## config.mk

```make
export PLATFORM = sky130hd
export DESIGN_NAME = nmea_rmc_field_extractor
export DESIGN_NICKNAME = d
export VERILOG_FILES = /design/src/hw/rtl/nmea_rmc_pkg.sv /design/src/hw/rtl/nmea_rmc_step.sv /design/src/hw/rtl/nmea_rmc_field_extractor.sv
export SDC_FILE = /design/constraint.sdc
export NUM_CORES = 1
export LEC_CHECK = 0
export BUFFER_PORTS_ARGS = -buffer_cell sky130_fd_sc_hd__buf_4
export CAP_MARGIN = 20
export CORE_MARGIN = 3
export CORE_UTILIZATION = 30
export CTS_CLUSTER_SIZE = 14
export DETAILED_ROUTE_END_ITERATION = 16
export GPL_ROUTABILITY_DRIVEN = 0
export SLEW_MARGIN = 25
export SYNTH_ARGS = -nofsm -noshare
export SYNTH_HDL_FRONTEND = slang
export SYNTH_SLANG_ARGS = --single-unit
```

## constraint.sdc

```tcl
create_clock -name aclk -period 4.85 [get_ports aclk]
set_input_delay 0 -clock aclk [delete_from_list [all_inputs] [get_ports aclk]]
set_output_delay 0 -clock aclk [all_outputs]
set_load 0.02 [all_outputs]
```

## src/hw/rtl/nmea_rmc_pkg.sv

```systemverilog
// Shared types and character constants for the NMEA RMC field extractor.
// No dependencies; used by nmea_rmc_step and nmea_rmc_field_extractor.
package nmea_rmc_pkg;

    localparam logic [7:0] CH_DOLLAR  = 8'h24;  // '$'
    localparam logic [7:0] CH_M       = 8'h4D;  // 'M'
    localparam logic [7:0] CH_C       = 8'h43;  // 'C'
    localparam logic [7:0] CH_NEWLINE = 8'h0A;  // '\n'
    localparam logic [7:0] CH_A       = 8'h41;  // 'A'
    localparam logic [7:0] CH_V       = 8'h56;  // 'V'
    localparam logic [7:0] CH_COMMA   = 8'h2C;  // ','

    localparam logic [2:0] FIELD_LAST  = 3'd7;
    localparam logic [2:0] FIELD_STAT  = 3'd2;
    localparam logic [3:0] INDEX_LAST  = 4'd15;

    localparam int TDATA_W = 24;

    // Per-frame state, apart from the frame position (its width follows MAX_LEN).
    typedef struct packed {
        logic       dollar_at_start;
        logic       m_at_four;
        logic       c_at_five;
        logic [2:0] field_number;
        logic [3:0] field_char_count;
        logic [7:0] status_char;
        logic       fix_latch;
    } frame_state_t;

    // One result; packed so that data_byte lands in the low bits of tdata.
    typedef struct packed {
        logic       overflow;
        logic       fix_valid;
        logic       is_rmc;
        logic       is_delimiter;
        logic [3:0] char_index;
        logic [2:0] field_tag;
        logic [7:0] data_byte;
    } result_t;

endpackage

```

## src/hw/rtl/nmea_rmc_step.sv

```systemverilog
// Per-byte update: header check, comma counting, status capture, fix latch.
// Purely combinational; depends on nmea_rmc_pkg.
module nmea_rmc_step #(
    parameter int MAX_LEN = 256,
    parameter int POS_W   = $clog2(MAX_LEN + 1)
) (
    input  logic [7:0]                 rx_byte,
    input  nmea_rmc_pkg::frame_state_t state_cur,
    input  logic [POS_W-1:0]           pos_cur,
    output nmea_rmc_pkg::frame_state_t state_nxt,
    output logic [POS_W-1:0]           pos_nxt,
    output nmea_rmc_pkg::result_t      res,
    output logic                       frame_done
);

    localparam logic [POS_W-1:0] POS_MAX = POS_W'(MAX_LEN);

    logic                       is_dollar;
    logic                       is_comma;
    logic                       done;
    logic                       rmc;
    logic [POS_W-1:0]           pos_a;
    logic [POS_W-1:0]           pos_b;
    nmea_rmc_pkg::frame_state_t st;

    always_comb begin
        is_dollar = (rx_byte == nmea_rmc_pkg::CH_DOLLAR);
        is_comma  = (rx_byte == nmea_rmc_pkg::CH_COMMA);
        st        = state_cur;
        pos_a     = pos_cur;

        // '$' restarts the frame (fix latch survives)
        if (is_dollar) begin
            st.dollar_at_start  = 1'b0;
            st.m_at_four        = 1'b0;
            st.c_at_five        = 1'b0;
            st.field_number     = '0;
            st.field_char_count = '0;
            st.status_char      = '0;
            pos_a               = '0;
        end

        // header check, position saturates at MAX_LEN
        pos_b = pos_a;
        if (pos_a < POS_MAX) begin
            if (pos_a == POS_W'(0)) st.dollar_at_start = is_dollar;
            if (pos_a == POS_W'(4)) st.m_at_four = (rx_byte == nmea_rmc_pkg::CH_M);
            if (pos_a == POS_W'(5)) st.c_at_five = (rx_byte == nmea_rmc_pkg::CH_C);
            pos_b = pos_a + POS_W'(1);
        end

        res.data_byte    = rx_byte;
        res.field_tag    = st.field_number;
        res.char_index   = st.field_char_count;
        res.is_delimiter = is_comma;
        res.overflow     = (pos_b == POS_MAX);

        if (is_comma) begin
            if (st.field_number != nmea_rmc_pkg::FIELD_LAST) begin
                st.field_number = st.field_number + 3'd1;
            end
            st.field_char_count = '0;
        end else begin
            if (st.field_number == nmea_rmc_pkg::FIELD_STAT && st.field_char_count == 4'd0) begin
                st.status_char = rx_byte;
            end
            if (st.field_char_count != nmea_rmc_pkg::INDEX_LAST) begin
                st.field_char_count = st.field_char_count + 4'd1;
            end
        end

        rmc  = st.dollar_at_start && st.m_at_four && st.c_at_five;
        done = rmc && (rx_byte == nmea_rmc_pkg::CH_NEWLINE);
        res.is_rmc = rmc;

        if (done) begin
            if (st.status_char == nmea_rmc_pkg::CH_A) begin
                st.fix_latch = 1'b1;
            end else if (st.status_char == nmea_rmc_pkg::CH_V) begin
                st.fix_latch = 1'b0;
            end
            st.dollar_at_start  = 1'b0;
            st.m_at_four        = 1'b0;
            st.c_at_five        = 1'b0;
            st.field_number     = '0;
            st.field_char_count = '0;
            st.status_char      = '0;
            pos_b               = '0;
        end

        res.fix_valid = st.fix_latch;
        state_nxt     = st;
        pos_nxt       = pos_b;
        frame_done    = done;
    end

endmodule

```

## src/hw/rtl/nmea_rmc_field_extractor.sv

```systemverilog
// Top level of the NMEA RMC field extractor: input register, per-byte step, result register.
// Depends on nmea_rmc_pkg and nmea_rmc_step.
//
// A byte moves from the input register into the result register, which drives m_tvalid.
// Throughput: one byte per cycle while m_tready is high; frame state updates as each byte advances.
// Reset (aresetn low, synchronous): both stages empty, frame position, header flags,
// field counters, status character and fix latch cleared to zero.
module nmea_rmc_field_extractor #(
    parameter int MAX_LEN = 256
) (
    input  logic        aclk,
    input  logic        aresetn,
    // input stream: one received character per transfer
    input  logic        s_tvalid,
    output logic        s_tready,
    input  logic [7:0]  s_tdata,   // [7:0] rx_byte
    // result stream: one tagged character per transfer
    output logic        m_tvalid,
    input  logic        m_tready,
    output logic [23:0] m_tdata,   // [7:0] data_byte, [10:8] field_tag, [14:11] char_index,
                                   // [15] is_delimiter, [16] is_rmc, [17] fix_valid,
                                   // [18] overflow, [23:19] zero
    output logic        m_tlast    // frame_done: newline that closes an RMC frame
);

    localparam int POS_W = $clog2(MAX_LEN + 1);

    // input stage
    logic                       in_valid_reg, in_valid_next;
    logic [7:0]                 in_byte_reg;
    // frame state, updated as each byte leaves the input stage
    nmea_rmc_pkg::frame_state_t state_reg, state_next;
    logic [POS_W-1:0]           pos_reg, pos_next;
    // result stage
    logic                       out_valid_reg, out_valid_next;
    nmea_rmc_pkg::result_t      out_reg, out_next;
    logic                       out_done_reg, out_done_next;

    logic advance;   // input stage moves into result stage this cycle

    assign advance  = in_valid_reg && (!out_valid_reg || m_tready);
    assign s_tready = !in_valid_reg || advance;

    nmea_rmc_step #(
        .MAX_LEN (MAX_LEN),
        .POS_W   (POS_W)
    ) u_step (
        .rx_byte    (in_byte_reg),
        .state_cur  (state_reg),
        .pos_cur    (pos_reg),
        .state_nxt  (state_next),
        .pos_nxt    (pos_next),
        .res        (out_next),
        .frame_done (out_done_next)
    );

    always_comb begin
        in_valid_next = in_valid_reg;
        if (s_tvalid && s_tready) begin
            in_valid_next = 1'b1;
        end else if (advance) begin
            in_valid_next = 1'b0;
        end

        out_valid_next = out_valid_reg;
        if (advance) begin
            out_valid_next = 1'b1;
        end else if (m_tready) begin
            out_valid_next = 1'b0;
        end
    end

    // control state
    always_ff @(posedge aclk) begin
        if (!aresetn) begin
            in_valid_reg  <= 1'b0;
            out_valid_reg <= 1'b0;
            state_reg     <= '0;
            pos_reg       <= '0;
        end else begin
            in_valid_reg  <= in_valid_next;
            out_valid_reg <= out_valid_next;
            if (advance) begin
                state_reg <= state_next;
                pos_reg   <= pos_next;
            end
        end
    end

    // payload
    always_ff @(posedge aclk) begin
        if (s_tvalid && s_tready) begin
            in_byte_reg <= s_tdata;
        end
        if (advance) begin
            out_reg      <= out_next;
            out_done_reg <= out_done_next;
        end
    end

    assign m_tvalid = out_valid_reg;
    assign m_tdata  = {(nmea_rmc_pkg::TDATA_W - $bits(nmea_rmc_pkg::result_t))'(0), out_reg};
    assign m_tlast  = out_done_reg;

    // frame_done only ever closes a recognized RMC frame on a newline
    a_done_is_rmc_newline: assert property (@(posedge aclk) disable iff (!aresetn)
        (m_tvalid && m_tlast) |->
        (out_reg.is_rmc && out_reg.data_byte == nmea_rmc_pkg::CH_NEWLINE))
        else $error("frame_done without RMC newline");

    // delimiter flag tracks the comma character
    a_delim_comma: assert property (@(posedge aclk) disable iff (!aresetn)
        m_tvalid |-> (out_reg.is_delimiter == (out_reg.data_byte == nmea_rmc_pkg::CH_COMMA)))
        else $error("is_delimiter mismatch");

    // after a completed frame the frame counters restart
    a_done_clears: assert property (@(posedge aclk) disable iff (!aresetn)
        (advance && out_done_next) |=> (pos_reg == '0 && state_reg.field_number == 3'd0))
        else $error("frame state not cleared after frame_done");

    // the position never runs past the buffer length
    a_pos_bound: assert property (@(posedge aclk) disable iff (!aresetn)
        pos_reg <= POS_W'(MAX_LEN))
        else $error("frame position beyond MAX_LEN");

    // reset empties the result stage
    a_reset_empty: assert property (@(posedge aclk)
        !aresetn |=> !m_tvalid)
        else $error("result valid right after reset");

endmodule

```

After elaboration in Yosys (flattened, before gate mapping)
Index checks and enable logic that the tools add are counted.
Widths: inputs -> output; s select.
{ "totals": {"reg_bits": 58, "input_bits": 12, "output_inout_bits": 27} }
{ "op_classes": {"addsub": 3, "magnitude_cmp": 1, "n_eq_ne": 13, "mux": 21, "n_reduce_logical": 14} }
{ "ops": {"columns": ["operator", "n"], "rows": [
  ["$eq 8x7->1 const B", 4],
  ["$mux 9", 3],
  ["$mux 19", 1],
  ["$eq 9x3->1 const B", 2],
  ["$mux 18", 1],
  ["$eq 8x6->1 const B", 2],
  ["$mux 8", 2],
  ["$add 9x1->9 const B", 1],
  ["$eq 9x9->1 const B", 1],
  ["$logic_not 9->1", 1],
  ["$lt 9x9->1 const B", 1],
  ["$mux 1", 9],
  ["$mux 3", 3],
  ["$eq 8x4->1 const B", 1],
  ["$mux 4", 2],
  ["$logic_and 1x1->1", 6],
  ["$add 4x1->4 const B", 1],
  ["$logic_not 4->1", 1],
  ["$ne 4x4->1 const B", 1],
  ["$reduce_bool 2->1", 2],
  ["$add 3x1->3 const B", 1],
  ["$eq 3x2->1 const B", 1],
  ["$ne 3x3->1 const B", 1],
  ["$logic_not 1->1", 2],
  ["$logic_or 1x1->1", 2]
]} }

Longest topological paths before layout
Gate-level depths: netlist (run 1).
{ "depth": {"ltp_word": 10, "depth_mapped": 13} }

Cells and area by module
A second synthesis (run 1) with hierarchy kept.
{ "hier_totals": {"cells_unflattened": 361, "area_unflattened_um2": 3367.0} }
{ "by_module_without_submodules": {"columns": ["mod", "instances", "cells_each", "area_each_um2", "seq_area_each_um2"], "rows": [
  ["nmea_rmc_field_extractor", 1, 164, 2089.5, 1441.4],
  ["nmea_rmc_step", 1, 197, 1277.5, 0.0]
]} }

Worst setup path before layout (run 1)
Ideal clock, no wire load.
{ "synth_timing": {"path_type": "register to register", "start": "reg in_byte_reg[4]", "end": "reg out_reg, in the netlist m_tdata[17], data pin", "setup_ns": 0.263, "arrival_time_ns": 3.222, "setup_slack_ns": 1.365, "path_stages_with_launch": 14, "n_path_buf": 4, "synth_period_minus_slack_ns": 3.485, "cell_sequence": "edfxtp_1 nor4_1 nand2_2 clkbuf_1 clkbuf_1 nand2_1 ha_1 nand3_1 mux2i_1 or4_1 buf_2 buf_2 o21ai_0 o21ai_0"} }
{ "synth_rtl": {"columns": ["item", "line", "source"], "rows": [
  ["from (decl)", "nmea_rmc_field_extractor.sv:30", "logic [7:0] in_byte_reg;"],
  ["from (signal assigned)", "nmea_rmc_field_extractor.sv:93", "in_byte_reg <= s_tdata;"],
  ["to (signal assigned)", "nmea_rmc_field_extractor.sv:96", "out_reg <= out_next;"],
  ["to (decl)", "nmea_rmc_field_extractor.sv:36", "nmea_rmc_pkg::result_t out_reg, out_next;"]
]} }

Final worst setup path (run 1)
{ "layout_timing": {"start": "reg in_byte_reg[6]", "end": "reg state_reg[0] (netlist name)"} }
{ "layout_via": {"elab_chain_len": 10, "elab_cells_between_ends": 28, "classes_between": "1 x order compare; 10 x eq/ne; 11 x mux; 6 x reduce/logical"} }
{ "layout_rtl": {"columns": ["item", "line", "source"], "rows": [
  ["$eq 8x6->1", "nmea_rmc_step.sv:27", "is_dollar = (rx_byte == nmea_rmc_pkg::CH_DOLLAR);"],
  ["$mux 18", "nmea_rmc_step.sv:33", "if (is_dollar) begin"],
  ["$eq 3x2->1 / $logic_not 4->1 (equally long branches)", "nmea_rmc_step.sv:64", "if (st.field_number == nmea_rmc_pkg::FIELD_STAT && st.field_char_count == 4'd0) begin"],
  ["$logic_and 1x1->1", "nmea_rmc_step.sv:64", null],
  ["$mux 8", "nmea_rmc_step.sv:64", null],
  ["$mux 8", "nmea_rmc_step.sv:58", "if (is_comma) begin"],
  ["$eq 8x7->1", "nmea_rmc_step.sv:79", "end else if (st.status_char == nmea_rmc_pkg::CH_V) begin"],
  ["$mux 1", "nmea_rmc_step.sv:79", null],
  ["$mux 1", "nmea_rmc_step.sv:77", "if (st.status_char == nmea_rmc_pkg::CH_A) begin"],
  ["$mux 19 (*)", "nmea_rmc_step.sv:76", "if (done) begin"],
  ["to (signal assigned)", "nmea_rmc_field_extractor.sv:84", "state_reg <= state_next;"],
  ["to (decl)", "nmea_rmc_field_extractor.sv:32", "nmea_rmc_pkg::frame_state_t state_reg, state_next;"]
]} }
Every way passes the cells marked *; elsewhere a longest branch is shown, timed or not.
A chain may end at the register's enable or synchronous reset.

==> flow_metrics.py, run 1 <==
metrics = {
    "final_layout": {
        "design_area_um2": 3540,
        "synthToLayoutAreaGrowth_pct": 21.8,
        "antenna_fix_cells": 0,
        "storage_element_area_um2": 1440,
        "post_route_cells_drive_above_1_share_pct": 16.8,
        "multi_input_comb_area_um2": 1340,
        "final_net_count": 360,
        "num-fill-cells": 905,
    },
    "clock_network": {
        "ctsRootBufferMaster": "clkbuf_8",
        "tritoncts": "yes",
        "clock_latency_ps": 330,
        "clk_transition_reported_paths_ps": 70,
        "quantity_of_gates_resized_following_cts": 0,
        "maximum_buffer_depth_of_the_clock_tree": 2,
        "clock_sink_count": 58,
        "total_cts_buffers": 9,
        "ctsHtreeMaxLevel": 3,
    },
    "worst_setup_path": {
        "reg2reg_from": "in_byte_reg[6]",
        "critPathLaunchType": "register",
        "crit_arrival_ps": 4290,
        "critical_path_required_ps": 5070,
        "crit_path_top_delay_cell": "or4_1",
        "cp.buffers_inverters": 0,
        "slowest_delay_ps": 890,
        "critPathMaxFanout": 21,
        "crit_path_end_kind": "register",
        "crit_path_cell_trace": "nor4_1, nand2_2, nand2_1, ha_1, nand3_1, mux2i_1, or4_1, or4_1, o211a_1",
        "critical_path_class": "reg -> reg",
        "crit_path_frequent_cell": "or4_1",
        "crit_path_start": "in_byte_reg[6]",
        "critPathTopFamily": "simple AND/OR/NAND/NOR gates",
    },
    "logic_synthesis": {
        "asyncSetResetFlopFracSynth_pct": 0,
        "muxShareOfSynthArea_pct": 2.07,
        "synthXorXnorAreaFrac_pct": 1.81,
        "yosys_warnings": 0,
        "post-synth-top-count-cell": "nand2_1",
        "avgSynthCellArea_um2": 9.66,
        "synthCells": 301,
        "yosys_most_used_dff": "dfxtp_1",
        "synth_compound_area_share_pct": 11.6,
        "postSynthRegisterBits": 58,
        "ys_seq_area_share_pct": 49.6,
        "main_combinational_cell_family_by_area_after_synthesis": "simple AND/OR/NAND/NOR gates",
        "synthAdderAreaFrac_pct": 3.01,
        "syn_area_um2": 2910,
        "yosys-top-cells-count": "nand2_1 (37), dfxtp_1 (30), edfxtp_1 (28)",
        "synth_cell_type_count": 47,
        "synth_edf_count": 28,
        "synth_area_leader_cell": "edfxtp_1",
        "synthSimpleGateAreaFrac_pct": 26.8,
        "synth.top_cells.by_area": "edfxtp_1 (29%), dfxtp_1 (21%), nand2_1 (4.8%), ha_1 (3.0%), nor2_1 (3.0%)",
        "synth_top_area_share_pct": 28.9,
    },
    "min_path": {
        "timing.hold.worst.class": "in -> reg",
        "worstHoldStart": "s_tdata[4]",
    },
    "power_and_ir_drop": {
        "power.share.sequential_pct": 53.2,
        "ir_worst_vdd_uv": 130,
        "power_switching_share_pct": 25.3,
        "power_frac_clock_pct": 38.9,
        "combinationalPowerShare_pct": 7.9,
        "p_per_area_nw_per_um2": 288,
        "overall_power_after_layout_mw": 1.02,
        "switching_power_mw": 0.257,
        "power_leakage_nw": 1.32,
        "intPower_mw": 0.761,
    },
    "global_routing": {
        "vias_in_the_first_global_route": 2193,
        "number_of_antenna_violations_at_the_first_check_in_global_routing": 0,
        "grt_start_max_net_pins": 33,
        "groute.usage.overall_pct": 12.4,
        "grt_overflow": 0,
        "global_route_wire_length_before_repair_um": 11000,
    },
    "sta": {
        "layout_setup_ws_ps": 779,
        "report.final.hold_viol_count": 0,
        "timing.final.crit_share_pct": 83.9,
        "crit_path_time_final_ps": 4070,
        "drv_slew": 0,
        "setup_total_neg_slack_ps": 0,
        "max_freq_mhz": 246,
        "setup_repair_after_global_routing_missed_its_margin": "false",
        "finalHoldWorstSlack_ps": 393,
        "final-setup-viol-count": 0,
        "worst_slew_pin_slew_ps": 757,
        "max-slew-margin-rel_pct": 48.9,
        "clock-skew-final_ps": 8.68,
    },
    "routing": {
        "detailed_routed_wire_length_on_met2_um": 3070,
        "firstDrtPassIters": 4,
        "drcViolationCount": 0,
        "routed_wl_um": 6750,
        "final_antenna_net_count": 0,
        "topRoutingLayerUsed": "met4",
        "avgRoutedWirePerCell_um": 14.2,
        "routed_via_density": 5.07,
        "drt_first_iter_violations": 200,
        "routed-via-count": 2410,
        "met3_length_um": 423,
        "detail_route.wirelength.met1_um": 3180,
    },
    "floorplanning": {
        "standard_cell_core_area_um2": 9330,
        "rows": 35,
        "die_area_um2": 10900,
        "boundaryPins": 39,
        "dieWidth_um": 104,
        "chipHeight_um": 104,
        "floorplan.initialDensity_pct": 31.2,
    },
    "flow_run": {
        "timing.max_cap.violations": 0,
    },
    "place": {
        "dpl_cell_area_um2": 3250,
        "dp_worst_setup_slack_ps": 837,
        "io_buffers": 33,
        "detailedPlacementHpwl_um": 4570,
    },
    "status": {
        "result_of_the_run": "finished clean",
    },
}
area by class of cell:
cell class | count | area share (%)
Sequential cell | 58 | 40.7
Clock buffer | 10 | 3.89
Timing Repair Buffer | 47 | 10.7
Clock inverter | 6 | 1.20
Inverter | 11 | 1.17
Multi-Input combinational cell | 214 | 37.7
Tap cell | 129 | 4.56
power groups by stage:
stage / clock network (mW) / registers (mW) / logic [mW]
2_1_floorplan: 0 / 0.558 / 0.0383
3_3_place_gp: 0 / 0.552 / 0.0730
3_5_place_dp: 0 / 0.552 / 0.0736
4_1_cts: 0.404 / 0.541 / 0.0809
5_1_grt: 0.429 / 0.543 / 0.0871
6_report: 0.396 / 0.542 / 0.0808
cells in the final DEF, fill, tap and decap left out, types with 2 or more instances in the layout:
| master | instances |
|---|---|
| o211ai_1 | 8 |
| or4_1 | 10 |
| nand2_1 | 37 |
| a21oi_1 | 12 |
| nor2b_1 | 2 |
| clkinv_4 | 2 |
| mux2i_1 | 6 |
| dlygate4sd3_1 | 11 |
| inv_1 | 11 |
| nand2b_1 | 3 |
| o21ai_0 | 7 |
| dfxtp_1 | 30 |
| xor2_1 | 2 |
| nor4b_1 | 8 |
| edfxtp_1 | 28 |
| clkinv_2 | 2 |
| and2_1 | 7 |
| clkinvlp_4 | 2 |
| ha_1 | 7 |
| a22o_1 | 4 |
| buf_4 | 36 |
| nand4_1 | 9 |
| a22oi_1 | 4 |
| nand3_1 | 14 |
| nor4bb_1 | 2 |
| clkbuf_8 | 10 |
| a31oi_1 | 9 |
| and3_1 | 5 |
| nor3_1 | 8 |
| nand4b_1 | 2 |
| nor2_1 | 23 |
| xnor2_1 | 4 |
| conb_1 | 5 |
logic make-up after synthesis:
logic type,after synthesis
simple gates,140
flops,58
compound gates,50
buf+inv,33
fa+ha+maj,7
xor+xnor,6
mux,6
other cells,1
timing repair:
item,CTS,global route
setup endpoints to repair,0,0
endpoints found under the hold margin,12,0
hold buffers,11,0
setup buffers,0,0
final timing paths:
kind	to	slack, ps	cells after the start
setup reg to reg	state_reg[0]	780	9
setup / recovery	state_reg[0]	780	9
hold reg to reg	state_reg[14]	460	2
hold / removal	in_byte_reg[4]	390	2
metal layers:
layer,global-route usage (%),up-vias
li1,-,1192
met1,16.7,1134
met2,18.6,78
met3,3.54,6
met4,5.03,0
met5,0,-
through the flow:
step	utilization (%)	std cells
final	38.0	475
after global routing	38.0	475
after CTS	38.0	475
after detailed placement	34.8	448
after global placement	34.8	448
after floorplan	-	305
(Power assumes the default switching activity.)
==> run 2, diff against run 1 <==
ABC_AREA = 1   (was unset)
clock period = 3.8 ns   (was 4.85 ns; I/O delays follow)
==> flow_metrics.py, run 2 <==
metrics = {
    "status": {
        "result_of_the_run": "finished clean",
    },
    "routing": {
        "routed_via_density": 4.66,
        "firstDrtPassIters": 4,
        "routed-via-count": 2712,
        "avgRoutedWirePerCell_um": 12.6,
        "final_antenna_net_count": 0,
        "drcViolationCount": 0,
        "drt_first_iter_violations": 167,
        "routed_wl_um": 7350,
    },
    "worst_setup_path": {
        "crit_path_end_kind": "register",
        "critical_path_class": "reg -> reg",
        "critPathMaxFanout": 21,
        "critical_path_required_ps": 3900,
        "reg2reg_from": "in_byte_reg[3]",
        "crit_arrival_ps": 3110,
        "crit_path_start": "in_byte_reg[3]",
        "critPathLaunchType": "register",
    },
    "place": {
        "io_buffers": 33,
        "dp_worst_setup_slack_ps": 834,
        "dpl_cell_area_um2": 3550,
        "placed_cells": 554,
        "detailedPlacementHpwl_um": 5210,
    },
    "floorplanning": {
        "rows": 37,
        "standard_cell_core_area_um2": 10400,
        "floorplan.initialDensity_pct": 31.0,
        "die_area_um2": 12000,
        "dieWidth_um": 110,
        "chipHeight_um": 110,
        "boundaryPins": 39,
    },
    "global_routing": {
        "number_of_antenna_violations_at_the_first_check_in_global_routing": 0,
        "grt_start_max_net_pins": 46,
        "groute.usage.overall_pct": 13.3,
        "grt_overflow": 0,
        "global_route_wire_length_before_repair_um": 12500,
        "vias_in_the_first_global_route": 2744,
    },
    "logic_synthesis": {
        "avgSynthCellArea_um2": 8.15,
        "synth_cell_type_count": 38,
        "asyncSetResetFlopFracSynth_pct": 0,
        "synthCells": 395,
        "yosys_most_used_dff": "dfxtp_1",
        "synth_area_leader_cell": "edfxtp_1",
        "yosys_warnings": 0,
        "syn_area_um2": 3220,
        "postSynthRegisterBits": 58,
        "ys_seq_area_share_pct": 44.8,
        "synth.top_cells.by_area": "edfxtp_1 (26%), dfxtp_1 (19%), nand2_1 (12%), inv_1 (5.4%), nand3_2 (5.0%)",
        "yosys-top-cells-count": "nand2_1 (100), inv_1 (46), nor2_1 (34)",
        "post-synth-top-count-cell": "nand2_1",
        "synth_top_area_share_pct": 26.1,
        "synth_edf_count": 28,
    },
    "sta": {
        "worst_slew_pin_slew_ps": 764,
        "finalHoldWorstSlack_ps": 377,
        "crit_path_time_final_ps": 3010,
        "setup_total_neg_slack_ps": 0,
        "max_freq_mhz": 332,
        "clock-skew-final_ps": 8.62,
        "layout_setup_ws_ps": 791,
        "setup_repair_after_global_routing_missed_its_margin": "false",
        "timing.final.crit_share_pct": 79.2,
        "max-slew-margin-rel_pct": 48.9,
        "report.final.hold_viol_count": 0,
        "drv_slew": 0,
        "final-setup-viol-count": 0,
    },
    "clock_network": {
        "clock_latency_ps": 340,
        "clk_transition_reported_paths_ps": 60,
        "ctsRootBufferMaster": "clkbuf_8",
        "ctsHtreeMaxLevel": 3,
        "cts_hold_buf": 12,
        "postCtsSetupBuffers": 0,
        "total_cts_buffers": 9,
        "quantity_of_gates_resized_following_cts": 0,
        "clock_sink_count": 58,
        "maximum_buffer_depth_of_the_clock_tree": 2,
        "tritoncts": "yes",
    },
    "power_and_ir_drop": {
        "overall_power_after_layout_mw": 1.32,
        "ir_worst_vdd_uv": 129,
        "p_per_area_nw_per_um2": 343,
        "power_leakage_nw": 1.48,
    },
    "final_layout": {
        "post_route_cells_drive_above_1_share_pct": 20.4,
        "final_net_count": 460,
        "synthToLayoutAreaGrowth_pct": 19.1,
        "design_area_um2": 3830,
        "mostFrequentLayoutCells": "nand2_1 (100), inv_1 (46), buf_4 (36)",
        "finalCoreUtilization_pct": 37.0,
        "antenna_fix_cells": 0,
        "layout_commonest_cell": "nand2_1",
        "post_layout_nonfiller_instances": 582,
    },
    "min_path": {
        "worstHoldStart": "s_tdata[7]",
        "timing.hold.worst.class": "in -> reg",
    },
    "flow_run": {
        "timing.max_cap.violations": 0,
    },
}
## run 2: cell count changes in the layout (fill, tap and decap cells not counted), sizes merged, moves of 7 or more
cell    before  now
a31oi        9    0
nor4b        9    0
o211ai       8    1
nand2       38  110
and2         7    0
a21oi       12   31
or4         10    0
nor2        23   41
inv         11   49
nand3       14   38
## run 2: cell type report
cell class,count,area [um2]
fillers,1090,6540
well taps,136,170
clock inverters,6,33.8
repair buffers,48,390
clock buffers,10,128
flip-flops and latches,58,1440
multi-input cells,274,1480
inverters,50,190
## run 2: critical path: stages, from the launching register on
cell	delay, ps
edfxtp_1	480
inv_1	120
nand2_1	50
nor2_1	140
nand2_2	90
buf_4	230
nand2_1	170
ha_1	170
nand2_1	60
nor2_2	350
nand3_4	180
nand2_1	110
o21ai_1	130
nor2_1	140
nand2_1	60
nor2_1	80
nand2_1	60
nand2_1	80
nand2_1	50
## run 2: final timing paths
path	to	slack, ps	cells after the start
worst min-delay path	in_byte_reg[7]	380	2
worst max-delay path	m_tdata[17]	790	18
worst min register to register	state_reg[18]	470	2
worst max register to register	m_tdata[17]	790	18
## run 2: where the power goes
group	leakage [nW]	internal (mW)	switching, mW	total, mW
sequential	0.510	0.680	0.0143	0.694
clock	0.0795	0.230	0.245	0.475
combinational	0.895	0.0544	0.0933	0.148
## run 2: per-layer routing
metal	GRT usage (%)	vias up	share of wire [%]
met5	0	-	0
met4	4.54	0	2.0
met3	4.29	12	6.2
met2	23.3	75	49
met1	15.1	1251	42
li1	-	1374	-
## run 2: kinds of logic after synthesis
family                   synth area share [%]
buffers and inverters                    9.68
AND/OR/NAND/NOR                          34.2
adder cells (fa/ha/maj)                  2.72
XOR/XNOR                                 1.36
AO/OA/AOI/OAI                            7.12
other                                   0.117
flip-flops                               44.8
